<file path="src/sv/cnc_pkg.sv">
`timescale 1ns / 1ps

package cnc_pkg;

  // default operand width
  localparam int unsigned CncWidth = 16;

  // smallest common divisor that counts
  localparam int unsigned MinShared = 2;

  // result of one gcd run
  typedef struct packed {
    logic done;
    logic share;
  } cnc_gcd_res_t;

endpackage

</file>
<file path="src/sv/cnc_if.sv">
`timescale 1ns / 1ps

interface cnc_req_if #(
  parameter int unsigned WIDTH = 16
);
  logic             valid;
  logic             ready;
  logic [WIDTH-1:0] n_value;
  logic [WIDTH-1:0] range_low;
  logic [WIDTH-1:0] range_high;

  modport source (output valid, n_value, range_low, range_high, input ready);
  modport sink   (input valid, n_value, range_low, range_high, output ready);
endinterface

interface cnc_rsp_if #(
  parameter int unsigned WIDTH = 16
);
  logic           valid;
  logic           ready;
  logic [WIDTH:0] share_count;

  modport source (output valid, share_count, input ready);
  modport sink   (input valid, share_count, output ready);
endinterface

</file>
<file path="src/sv/cnc_gcd.sv">
`timescale 1ns / 1ps

module cnc_gcd import cnc_pkg::*; #(
  parameter int unsigned WIDTH = CncWidth
) (
  input  logic               clk_i,
  input  logic               rst_ni,
  input  logic               start_i,
  input  logic [WIDTH-1:0]   a_i,
  input  logic [WIDTH-1:0]   b_i,
  output cnc_gcd_res_t       res_o
);

  logic             busy_q, busy_d;
  logic [WIDTH-1:0] a_q, a_d, b_q, b_d;
  cnc_gcd_res_t     res_q, res_d;
  logic             fin;
  logic             share;

  // one binary gcd step: shift out a factor of two, or subtract the odd pair
  always_comb begin
    a_d   = a_q;
    b_d   = b_q;
    fin   = 1'b0;
    share = 1'b0;
    if (a_q == WIDTH'(1) || b_q == WIDTH'(1)) begin
      fin = 1'b1;
    end else if (b_q == '0) begin
      fin   = 1'b1;
      share = 1'b1;
    end else if (!a_q[0] && !b_q[0]) begin
      // both even: two divides both
      fin   = 1'b1;
      share = 1'b1;
    end else if (!a_q[0]) begin
      a_d = a_q >> 1;
    end else if (!b_q[0]) begin
      b_d = b_q >> 1;
    end else if (a_q == b_q) begin
      fin   = 1'b1;
      share = 1'b1;
    end else if (a_q > b_q) begin
      a_d = a_q - b_q;
    end else begin
      b_d = b_q - a_q;
    end
  end

  always_comb begin
    busy_d    = busy_q;
    res_d     = '0;
    if (start_i) begin
      busy_d = 1'b1;
    end else if (busy_q && fin) begin
      busy_d      = 1'b0;
      res_d.done  = 1'b1;
      res_d.share = share;
    end
  end

  always_ff @(posedge clk_i or negedge rst_ni) begin
    if (!rst_ni) begin
      busy_q <= 1'b0;
      res_q  <= '0;
    end else begin
      busy_q <= busy_d;
      res_q  <= res_d;
    end
  end

  always_ff @(posedge clk_i) begin
    if (start_i) begin
      a_q <= a_i;
      b_q <= b_i;
    end else if (busy_q) begin
      a_q <= a_d;
      b_q <= b_d;
    end
  end

  assign res_o = res_q;

endmodule

</file>
<file path="src/sv/count_non_coprime_in_range.sv">
`timescale 1ns / 1ps

// Channel   Port    Direction  Payload
// request   req_i   in         n_value, range_low, range_high
// result    rsp_o   out        share_count
//
// Each range value runs through a binary gcd that shifts out one factor of
// two or subtracts once per cycle; every subtraction is followed by a shift.
// For n below two or an empty range no gcd runs and the request passes
// straight to the finish step. Reset clears all control state. A new
// request is taken once the previous count has moved into the result
// register; the finish step then holds until that register is free, and a
// stalled result holds until taken.

module count_non_coprime_in_range import cnc_pkg::*; #(
  parameter int unsigned WIDTH = CncWidth
) (
  input  logic              clk_i,
  input  logic              rst_ni,
  cnc_req_if.sink           req_i,
  cnc_rsp_if.source         rsp_o
);

  typedef enum logic [1:0] {
    StIdle,
    StWait,
    StFinish
  } state_e;

  state_e           state_q;
  logic [WIDTH-1:0] n_q;
  logic [WIDTH-1:0] idx_q;
  logic [WIDTH-1:0] hi_q;
  logic [WIDTH:0]   cnt_q;
  logic             start_q;
  logic             out_valid_q;
  logic [WIDTH:0]   out_cnt_q;
  cnc_gcd_res_t     gcd_res;
  logic             req_hs;
  logic             rsp_hs;
  logic             load_out;

  assign req_i.ready       = (state_q == StIdle);
  assign req_hs            = req_i.valid && req_i.ready;
  assign rsp_hs            = rsp_o.valid && rsp_o.ready;
  assign load_out          = (state_q == StFinish) && (!out_valid_q || rsp_o.ready);
  assign rsp_o.valid       = out_valid_q;
  assign rsp_o.share_count = out_cnt_q;

  cnc_gcd #(
    .WIDTH (WIDTH)
  ) u_gcd (
    .clk_i   (clk_i),
    .rst_ni  (rst_ni),
    .start_i (start_q),
    .a_i     (n_q),
    .b_i     (idx_q),
    .res_o   (gcd_res)
  );

  always_ff @(posedge clk_i or negedge rst_ni) begin
    if (!rst_ni) begin
      state_q     <= StIdle;
      n_q         <= '0;
      idx_q       <= '0;
      hi_q        <= '0;
      cnt_q       <= '0;
      start_q     <= 1'b0;
      out_valid_q <= 1'b0;
      out_cnt_q   <= '0;
    end else begin
      start_q <= 1'b0;
      if (load_out) begin
        out_valid_q <= 1'b1;
        out_cnt_q   <= cnt_q;
      end else if (rsp_hs) begin
        out_valid_q <= 1'b0;
      end
      case (state_q)
        StIdle: begin
          if (req_hs) begin
            n_q   <= req_i.n_value;
            idx_q <= req_i.range_low;
            hi_q  <= req_i.range_high;
            cnt_q <= '0;
            if (req_i.n_value >= WIDTH'(MinShared) &&
                req_i.range_low <= req_i.range_high) begin
              start_q <= 1'b1;
              state_q <= StWait;
            end else begin
              state_q <= StFinish;
            end
          end
        end
        StWait: begin
          if (gcd_res.done) begin
            if (gcd_res.share) begin
              cnt_q <= cnt_q + (WIDTH+1)'(1);
            end
            if (idx_q == hi_q) begin
              state_q <= StFinish;
            end else begin
              // advance to the next range value
              idx_q   <= idx_q + WIDTH'(1);
              start_q <= 1'b1;
            end
          end
        end
        StFinish: begin
          // hold until the result register is free
          if (load_out) begin
            state_q <= StIdle;
          end
        end
        default: begin
          state_q <= StIdle;
        end
      endcase
    end
  end

endmodule

</file>
<file path="src/flat_wrapper.sv">
// flat-port wrapper written by rule: the top's interface ports become plain ports
module count_non_coprime_in_range_flat import cnc_pkg::*;
#(
  parameter int unsigned WIDTH = CncWidth
)
  (clk_i, rst_ni, req_i_valid, req_i_n_value, req_i_range_low, req_i_range_high, req_i_ready, rsp_o_valid, rsp_o_share_count, rsp_o_ready);
  cnc_req_if #(.WIDTH(WIDTH)) req_i_i ();
  cnc_rsp_if #(.WIDTH(WIDTH)) rsp_o_i ();
  input  logic clk_i;
  input  logic rst_ni;
  input wire logic [$bits(req_i_i.valid)-1:0] req_i_valid;
  input wire logic [$bits(req_i_i.n_value)-1:0] req_i_n_value;
  input wire logic [$bits(req_i_i.range_low)-1:0] req_i_range_low;
  input wire logic [$bits(req_i_i.range_high)-1:0] req_i_range_high;
  output wire logic [$bits(req_i_i.ready)-1:0] req_i_ready;
  output wire logic [$bits(rsp_o_i.valid)-1:0] rsp_o_valid;
  output wire logic [$bits(rsp_o_i.share_count)-1:0] rsp_o_share_count;
  input wire logic [$bits(rsp_o_i.ready)-1:0] rsp_o_ready;
  assign req_i_i.valid = req_i_valid;
  assign req_i_i.n_value = req_i_n_value;
  assign req_i_i.range_low = req_i_range_low;
  assign req_i_i.range_high = req_i_range_high;
  assign req_i_ready = req_i_i.ready;
  assign rsp_o_valid = rsp_o_i.valid;
  assign rsp_o_share_count = rsp_o_i.share_count;
  assign rsp_o_i.ready = rsp_o_ready;
  count_non_coprime_in_range #(.WIDTH(WIDTH)) u_core (.clk_i(clk_i), .rst_ni(rst_ni), .req_i(req_i_i), .rsp_o(rsp_o_i));
endmodule
</file>
<file path="config.mk">
export PLATFORM = sky130hd
export DESIGN_NAME = count_non_coprime_in_range_flat
export DESIGN_NICKNAME = d
export VERILOG_FILES = /design/src/sv/cnc_pkg.sv /design/src/sv/cnc_if.sv /design/src/sv/cnc_gcd.sv /design/src/sv/count_non_coprime_in_range.sv /design/src/flat_wrapper.sv
export SDC_FILE = /design/constraint.sdc
export NUM_CORES = 1
export LEC_CHECK = 0
export ABC_CLOCK_PERIOD_IN_PS = 4130
export BUFFER_PORTS_ARGS = -buffer_cell sky130_fd_sc_hd__clkbuf_2
export CAP_MARGIN = 20
export CELL_PAD_IN_SITES_DETAIL_PLACEMENT = 1
export CELL_PAD_IN_SITES_GLOBAL_PLACEMENT = 2
export CORE_MARGIN = 5
export CORE_UTILIZATION = 38
export DETAILED_ROUTE_END_ITERATION = 10
export PLACE_DENSITY_LB_ADDON = 0.1
export SLEW_MARGIN = 20
export SYNTH_ARGS = -nofsm -noshare
export SYNTH_HDL_FRONTEND = slang
export SYNTH_SLANG_ARGS = --single-unit
</file>
<file path="constraint.sdc">
create_clock -name clk_i -period 4.13 [get_ports clk_i]
set_input_delay 0.2065 -clock clk_i [delete_from_list [all_inputs] [get_ports clk_i]]
set_output_delay 0.2065 -clock clk_i [all_outputs]
set_load 0.05 [all_outputs]
</file>
[Yosys cells after proc, flatten, opt, wreduce, memory -nomap -nowiden]
Index checks and enable logic that the tools add are counted.
Operators by class
  add/subtract/negate cells: 4
  order comparisons: 3
  equal/unequal tests: 20
  muxes and demuxes: 50
  reduce and logical (&&, ||, !) cells: 26
Operator list (number)
  2-to-1 mux 16 bit: 21
  2-to-1 mux 17 bit: 3
  one-hot mux 17 bit (2 select lines): 1
  equality test 16 x 1 -> 1 bit, second input constant: 2
  equality test 16 bit: 2
  one-hot mux 16 bit (2 select lines): 1
  subtractor 16 bit: 2
  adder 17 x 1 -> 17 bit, second input constant: 1
  adder 16 x 1 -> 16 bit, second input constant: 1
  greater-or-equal comparator 16 x 2 -> 1 bit, second input constant: 1
  > comparator 16 bit: 1
  <= comparator 16 bit: 1
  logical NOT 16 bit: 1
  AND reduction 4 bit: 4
  2-to-1 mux 1 bit: 15
  2-to-1 mux 2 bit: 7
  AND reduction 7 bit: 2
  inequality test 2 x 1 -> 1 bit, second input constant: 5
  nonzero test 2 bit: 5
  inequality test 3 x 2 -> 1 bit, second input constant: 3
  inequality test 2 bit, second input constant: 4
  logical AND 1 bit: 6
  inequality test 3 x 1 -> 1 bit, second input constant: 2
  one-hot mux 2 bit (3 select lines): 1
  8 further kinds: 11
Word-level totals
  register bits: 121
  output and inout bits: 19
  logic and storage cells: 118

[Logic depth before layout (Yosys ltp)]
  depth after elaboration: 10
  gate-level depth with buffers: 14
  depth with buffers taken out: 11

[Modules after synthesis]
A second synthesis with hierarchy kept.
Second synthesis, totals
  cells, all modules: 878
  area total of the unflattened synthesis: 8140.3 sq um
Modules (own cells, without submodules)
  count_non_coprime_in_range: instances 1, cells an instance 483, area each 4625.7 sq um, seq. area each 2152.1 sq um
  cnc_gcd: instances 1, cells an instance 395, area each 3514.6 sq um, seq. area each 1036.0 sq um

[Worst setup path before layout]
No wires, ideal clock.
  path kind: reg2reg
  start point: reg u_core.u_gcd.b_q[0]
  end point: reg u_core.u_gcd.b_q[10] (data pin)
  arrival time: 2861 ps
  path slack: 1002 ps
  cell stages (with the launch flop): 14
  clock period less this slack: 3128 ps
  cells stage by stage: edfxtp_1 > clkbuf_1 > inv_1 > clkbuf_1 > ha_1 > inv_1 > fa_1 > a211oi_1 > nor2_1 > nor3_1 > o31ai_2 > xor2_1 > a221oi_1 > a21oi_1
Between the ends
  longest elaborated chain between the ends: 10
Ends and longest elaborated chain
  from (decl): RTL line cnc_gcd.sv:15  | logic [WIDTH-1:0] a_q, a_d, b_q, b_d;
  from (signal assigned): RTL line cnc_gcd.sv:74  | b_q <= b_i;
  subtractor 16 bit: RTL line cnc_gcd.sv:45  | b_d = b_q - a_q;
  2-to-1 mux 16 bit: RTL line cnc_gcd.sv:42  | end else if (a_q > b_q) begin
  2-to-1 mux 16 bit: RTL line cnc_gcd.sv:39  | end else if (a_q == b_q) begin
  2-to-1 mux 16 bit (*): RTL line cnc_gcd.sv:37  | end else if (!b_q[0]) begin
  2-to-1 mux 16 bit (*): RTL line cnc_gcd.sv:35  | end else if (!a_q[0]) begin
  2-to-1 mux 16 bit (*): RTL line cnc_gcd.sv:31  | end else if (!a_q[0] && !b_q[0]) begin
  2-to-1 mux 16 bit (*): RTL line cnc_gcd.sv:28  | end else if (b_q == '0) begin
  2-to-1 mux 16 bit (*): RTL line cnc_gcd.sv:26  | if (a_q == WIDTH'(1) || b_q == WIDTH'(1)) begin
  2-to-1 mux 16 bit (*): RTL line cnc_gcd.sv:75  | end else if (busy_q) begin
  2-to-1 mux 16 bit (*): RTL line cnc_gcd.sv:72  | if (start_i) begin
Mark *: on every way between the ends. The rest lies on a longest branch, timed or not. The select of a mux whose other input is x is not followed.
A chain may end at the register's enable or synchronous reset.

[Final worst setup path]
  start point: reg u_core.u_gcd.a_q[0]
  end point: reg u_core.u_gcd.a_q[15] (data pin)
Between the ends
  longest elaborated chain between the ends: 10
Ends and longest elaborated chain
  from (decl): RTL line cnc_gcd.sv:15
  from (signal assigned): RTL line cnc_gcd.sv:73  | a_q <= a_i;
  subtractor 16 bit: RTL line cnc_gcd.sv:43  | a_d = a_q - b_q;
  2-to-1 mux 16 bit: RTL line cnc_gcd.sv:42
  2-to-1 mux 16 bit: RTL line cnc_gcd.sv:39
  2-to-1 mux 16 bit: RTL line cnc_gcd.sv:37
  2-to-1 mux 16 bit (*): RTL line cnc_gcd.sv:35
  2-to-1 mux 16 bit (*): RTL line cnc_gcd.sv:31
  2-to-1 mux 16 bit (*): RTL line cnc_gcd.sv:28
  2-to-1 mux 16 bit (*): RTL line cnc_gcd.sv:26
  2-to-1 mux 16 bit (*): RTL line cnc_gcd.sv:75
  2-to-1 mux 16 bit (*): RTL line cnc_gcd.sv:72
Marked as above.

==> results.py <==
metrics = {
    "run_status": {
        "outcome": "finished clean",
    },
    "synth": {
        "yosys.area.top_type": "dfrtp_1",
        "synth_edf_count": 32,
        "syn_area_mm2": 0.00779,
        "async_reset_ff_share_pct": 73.6,
        "synthCells": 818,
        "syn_avg_cell_area_um2": 9.53,
        "synth-seq-cells": 121,
        "yosysSeqAreaShare_pct": 40.9,
        "synth_nets": 923,
        "synthTopCellsByArea": "dfrtp_1, edfxtp_1, ha_1",
        "synth_top_area_share_pct": 28.6,
        "ys.flop_type": "dfrtp_1",
        "ys_warn_count": 0,
        "synth_cell_types": 64,
    },
    "grt": {
        "grt_overflow": 0,
        "antenna_found_initial": 0,
        "grt_max_degree": 58,
        "grt_usage_pct": 20.0,
        "grt_pass1_vias": 6952,
        "grt_pass1_wl_um": 37700,
    },
    "timing": {
        "rsz0062_at_grt": "false",
        "setup_tns_ns": 0,
        "final_hold_viol_count": 0,
        "finalSetupViolations": 0,
        "maxSlewViolCount": 0,
        "fmax_mhz": 293,
        "tightest_slew_ns": 1.08,
        "relSlewSlack_pct": 27.9,
        "period_minus_slack_ns": 3.41,
        "worst_clock_skew_ns": 0.0149,
        "fin_crit_sh_pct": 82.6,
        "setup_ws_ns": 0.719,
    },
    "layout": {
        "areaGrowthSynthToFinish_pct": 14.8,
        "utilization_pct": 44.2,
        "finalNetCount": 978,
        "drive_gt1_share_pct": 19.4,
        "diodes": 0,
        "layout.cell_area.non_filler_mm2": 0.00894,
    },
    "clock_tree": {
        "post_cts_buffers": 0,
        "clk_pin_slew_ns": 0.07,
        "cts_root_buffer": "clkbuf_16",
        "cts_tree": "built",
        "clk_latency_ns": 0.43,
        "cts.path.max_buffers": 2,
        "numCtsBuffers": 17,
        "clock_sinks": 121,
        "htree_levels": 4,
    },
    "routing": {
        "wire_per_inst_um": 20.0,
        "drtIter0Drc": 273,
        "drcViolationCount": 0,
        "ant_nets": 0,
        "vias_per_cell": 5.46,
        "vias": 6312,
        "routed_wl_um": 23100,
        "drt_pass1_iterations": 4,
    },
    "worst_setup_path": {
        "critPathLaunchType": "flip-flop",
        "critPathRequiredTime_ns": 4.37,
        "reg2reg_to": "u_core.u_gcd.a_q[15]",
        "cp_data_arrival_time_ns": 3.65,
        "cp-end-kind": "flip-flop",
        "criticalPathCategory": "flip-flop to flip-flop",
        "r2r_cells": 11,
        "crit_end": "u_core.u_gcd.a_q[15]",
        "timing.rr.start": "u_core.u_gcd.a_q[0]",
        "rrSetupSlack_ns": 0.72,
        "crit_path_max_fanout": 12,
        "cp-startpoint": "u_core.u_gcd.a_q[0]",
    },
    "placed_design": {
        "pre_cts_ws_ns": 0.818,
        "placed_area_mm2": 0.00833,
        "gp_congestion": 0.858,
        "post-dp-hpwl_um": 17800,
        "io_buffers": 70,
    },
    "die": {
        "rows": 52,
        "chipHeight_um": 153,
        "initial_core_util_pct": 38.5,
        "dieArea_mm2": 0.0235,
        "die_w_um": 153,
        "ios": 71,
        "core_area_mm2": 0.0202,
    },
    "power": {
        "vdd_ir_drop_max_v": 0.000403,
        "power.density_mw_per_mm2": 945,
        "power_leakage_uw": 0.00405,
        "p_total_uw": 8450,
    },
    "job": {
        "drv_cap": 0,
    },
    "hold_path": {
        "hold_path.class": "input port to flip-flop",
    },
}
## worst max-delay path: stages (launching register included)
cell and delay, ns:
edfxtp_1 0.60, inv_1 0.12, ha_1 0.25, inv_1 0.07
fa_1 0.22, nand3_1 0.12, a21oi_1 0.26, o21ai_1 0.13
nand3b_2 0.16, nor4b_4 0.71, nand2b_1 0.31, o21ai_0 0.27
## Yosys cell counts, drive strengths merged, types with 2 or more instances
library cell   n
o31ai          5
fa             2
nor4          13
buf           24
a21o           9
a22o           4
dfrtp         89
o211ai         2
nor3          18
and3          10
inv           64
a221oi        10
a22oi         15
nand2b        11
and4           3
a31oi          5
o21ai         59
a211oi        10
nand4         17
o21a           5
nor2b          5
o22ai          8
ha            51
or2            2
nand3         23
xor2          24
xnor2         31
nand2         68
o21bai         3
and2           4
nor2          47
a21oi         61
edfxtp        32
clkbuf        18
mux2          44
a21boi         4
a31o           3
## how the worst min path moves through the flow
stage	slack [ns]	to	cells after the start	from
6_report	0.01	u_core.n_q[2]	3	req_i_n_value[2]
5_1_grt	0.02	u_core.n_q[0]	2	req_i_n_value[0]
4_1_cts	0.001	u_core.n_q[2]	3	req_i_n_value[2]
3_5_place_dp	0.32	u_core.hi_q[13]	1	rst_ni
3_3_place_gp	0.31	u_core.hi_q[13]	1	rst_ni
2_1_floorplan	-0.09	u_core.cnt_q[0]	0	rst_ni
## cell usage in the layout, fill, tap and decap left out, types with 17 or more instances in the layout
master | synthesis | final
xor2_1 | 24 | 24
o21ai_0 | 47 | 47
inv_1 | 64 | 64
dfrtp_1 | 89 | 88
nand3_1 | 23 | 23
clkbuf_2 | 0 | 69
edfxtp_1 | 32 | 32
mux2_2 | 44 | 44
clkbuf_16 | 0 | 17
ha_1 | 51 | 51
nand2_1 | 68 | 68
a21oi_1 | 59 | 59
nor2_1 | 47 | 47
xnor2_1 | 31 | 31
## sequential cells by signal (all words and copies together), names as in the netlist
register and cells:
u_core.rsp_o.share_count 17, u_core.u_gcd.res_o 2, u_core.state_q 2, u_core.u_gcd.busy_q 1, u_core.rsp_o.valid 1, u_core.cnt_q 17, u_core.u_gcd.b_q 16, u_core.hi_q 16
u_core.u_gcd.a_q 16, u_core.n_q 16, u_core.idx_q 16, u_core.start_q 1
## report_power, final
group	switching, uW	leakage [uW]	internal (uW)	total (uW)
sequential	620	0.00143	1860	2480
combinational	2730	0.00232	1750	4480
clock	676	0.000293	817	1490
## logic make-up (layout without fill, tap and decap cells)
| logic type | count (synthesis) | in the layout | share of synthesized area, % |
|---|---|---|---|
| muxes | 45 | 45 | 6.49 |
| adders and majority gates | 53 | 53 | 8.70 |
| xor gates and xnor gates | 55 | 55 | 6.18 |
| AOI/OAI and AO/OA | 212 | 212 | 17.1 |
| and+or+nand+nor | 226 | 226 | 14.8 |
| DFF | 121 | 121 | 40.9 |
| buffers and inverters | 106 | 174 | 5.76 |
## layer usage
metal	vias up	track usage (%)	share of wire (%)
met5	-	0	0
met4	0	6.83	2.4
met3	30	2.97	2.3
met2	102	33.2	48
met1	3149	26.8	48
li1	3031	-	-
## per-stage QoR
stage | hold WS [ns] | instances
after floorplan | -0.0891 | 818
after global placement | 0.312 | 1122
after detailed placement | 0.325 | 1122
after CTS | 0.00120 | 1156
after global routing | 0.0197 | 1156
final | 0.00959 | 1156
## layout make-up
class / count / area, um2
well taps: 270 / 338
multi-input cells: 591 / 4160
repair buffers: 78 / 418
fillers: 2297 / 11300
clock inverters: 15 / 169
flip-flops and latches: 121 / 3190
clock buffers: 17 / 425
inverters: 64 / 240
## what timing repair did
| action | in CTS | in global routing |
|---|---|---|
| endpoints found under the setup margin | 0 | 0 |
| hold buffers | 2 | 0 |
| resized for setup | 0 | 0 |
| hold endpoints to repair | 57 | 0 |
Power figures use the tool's default switching activity.
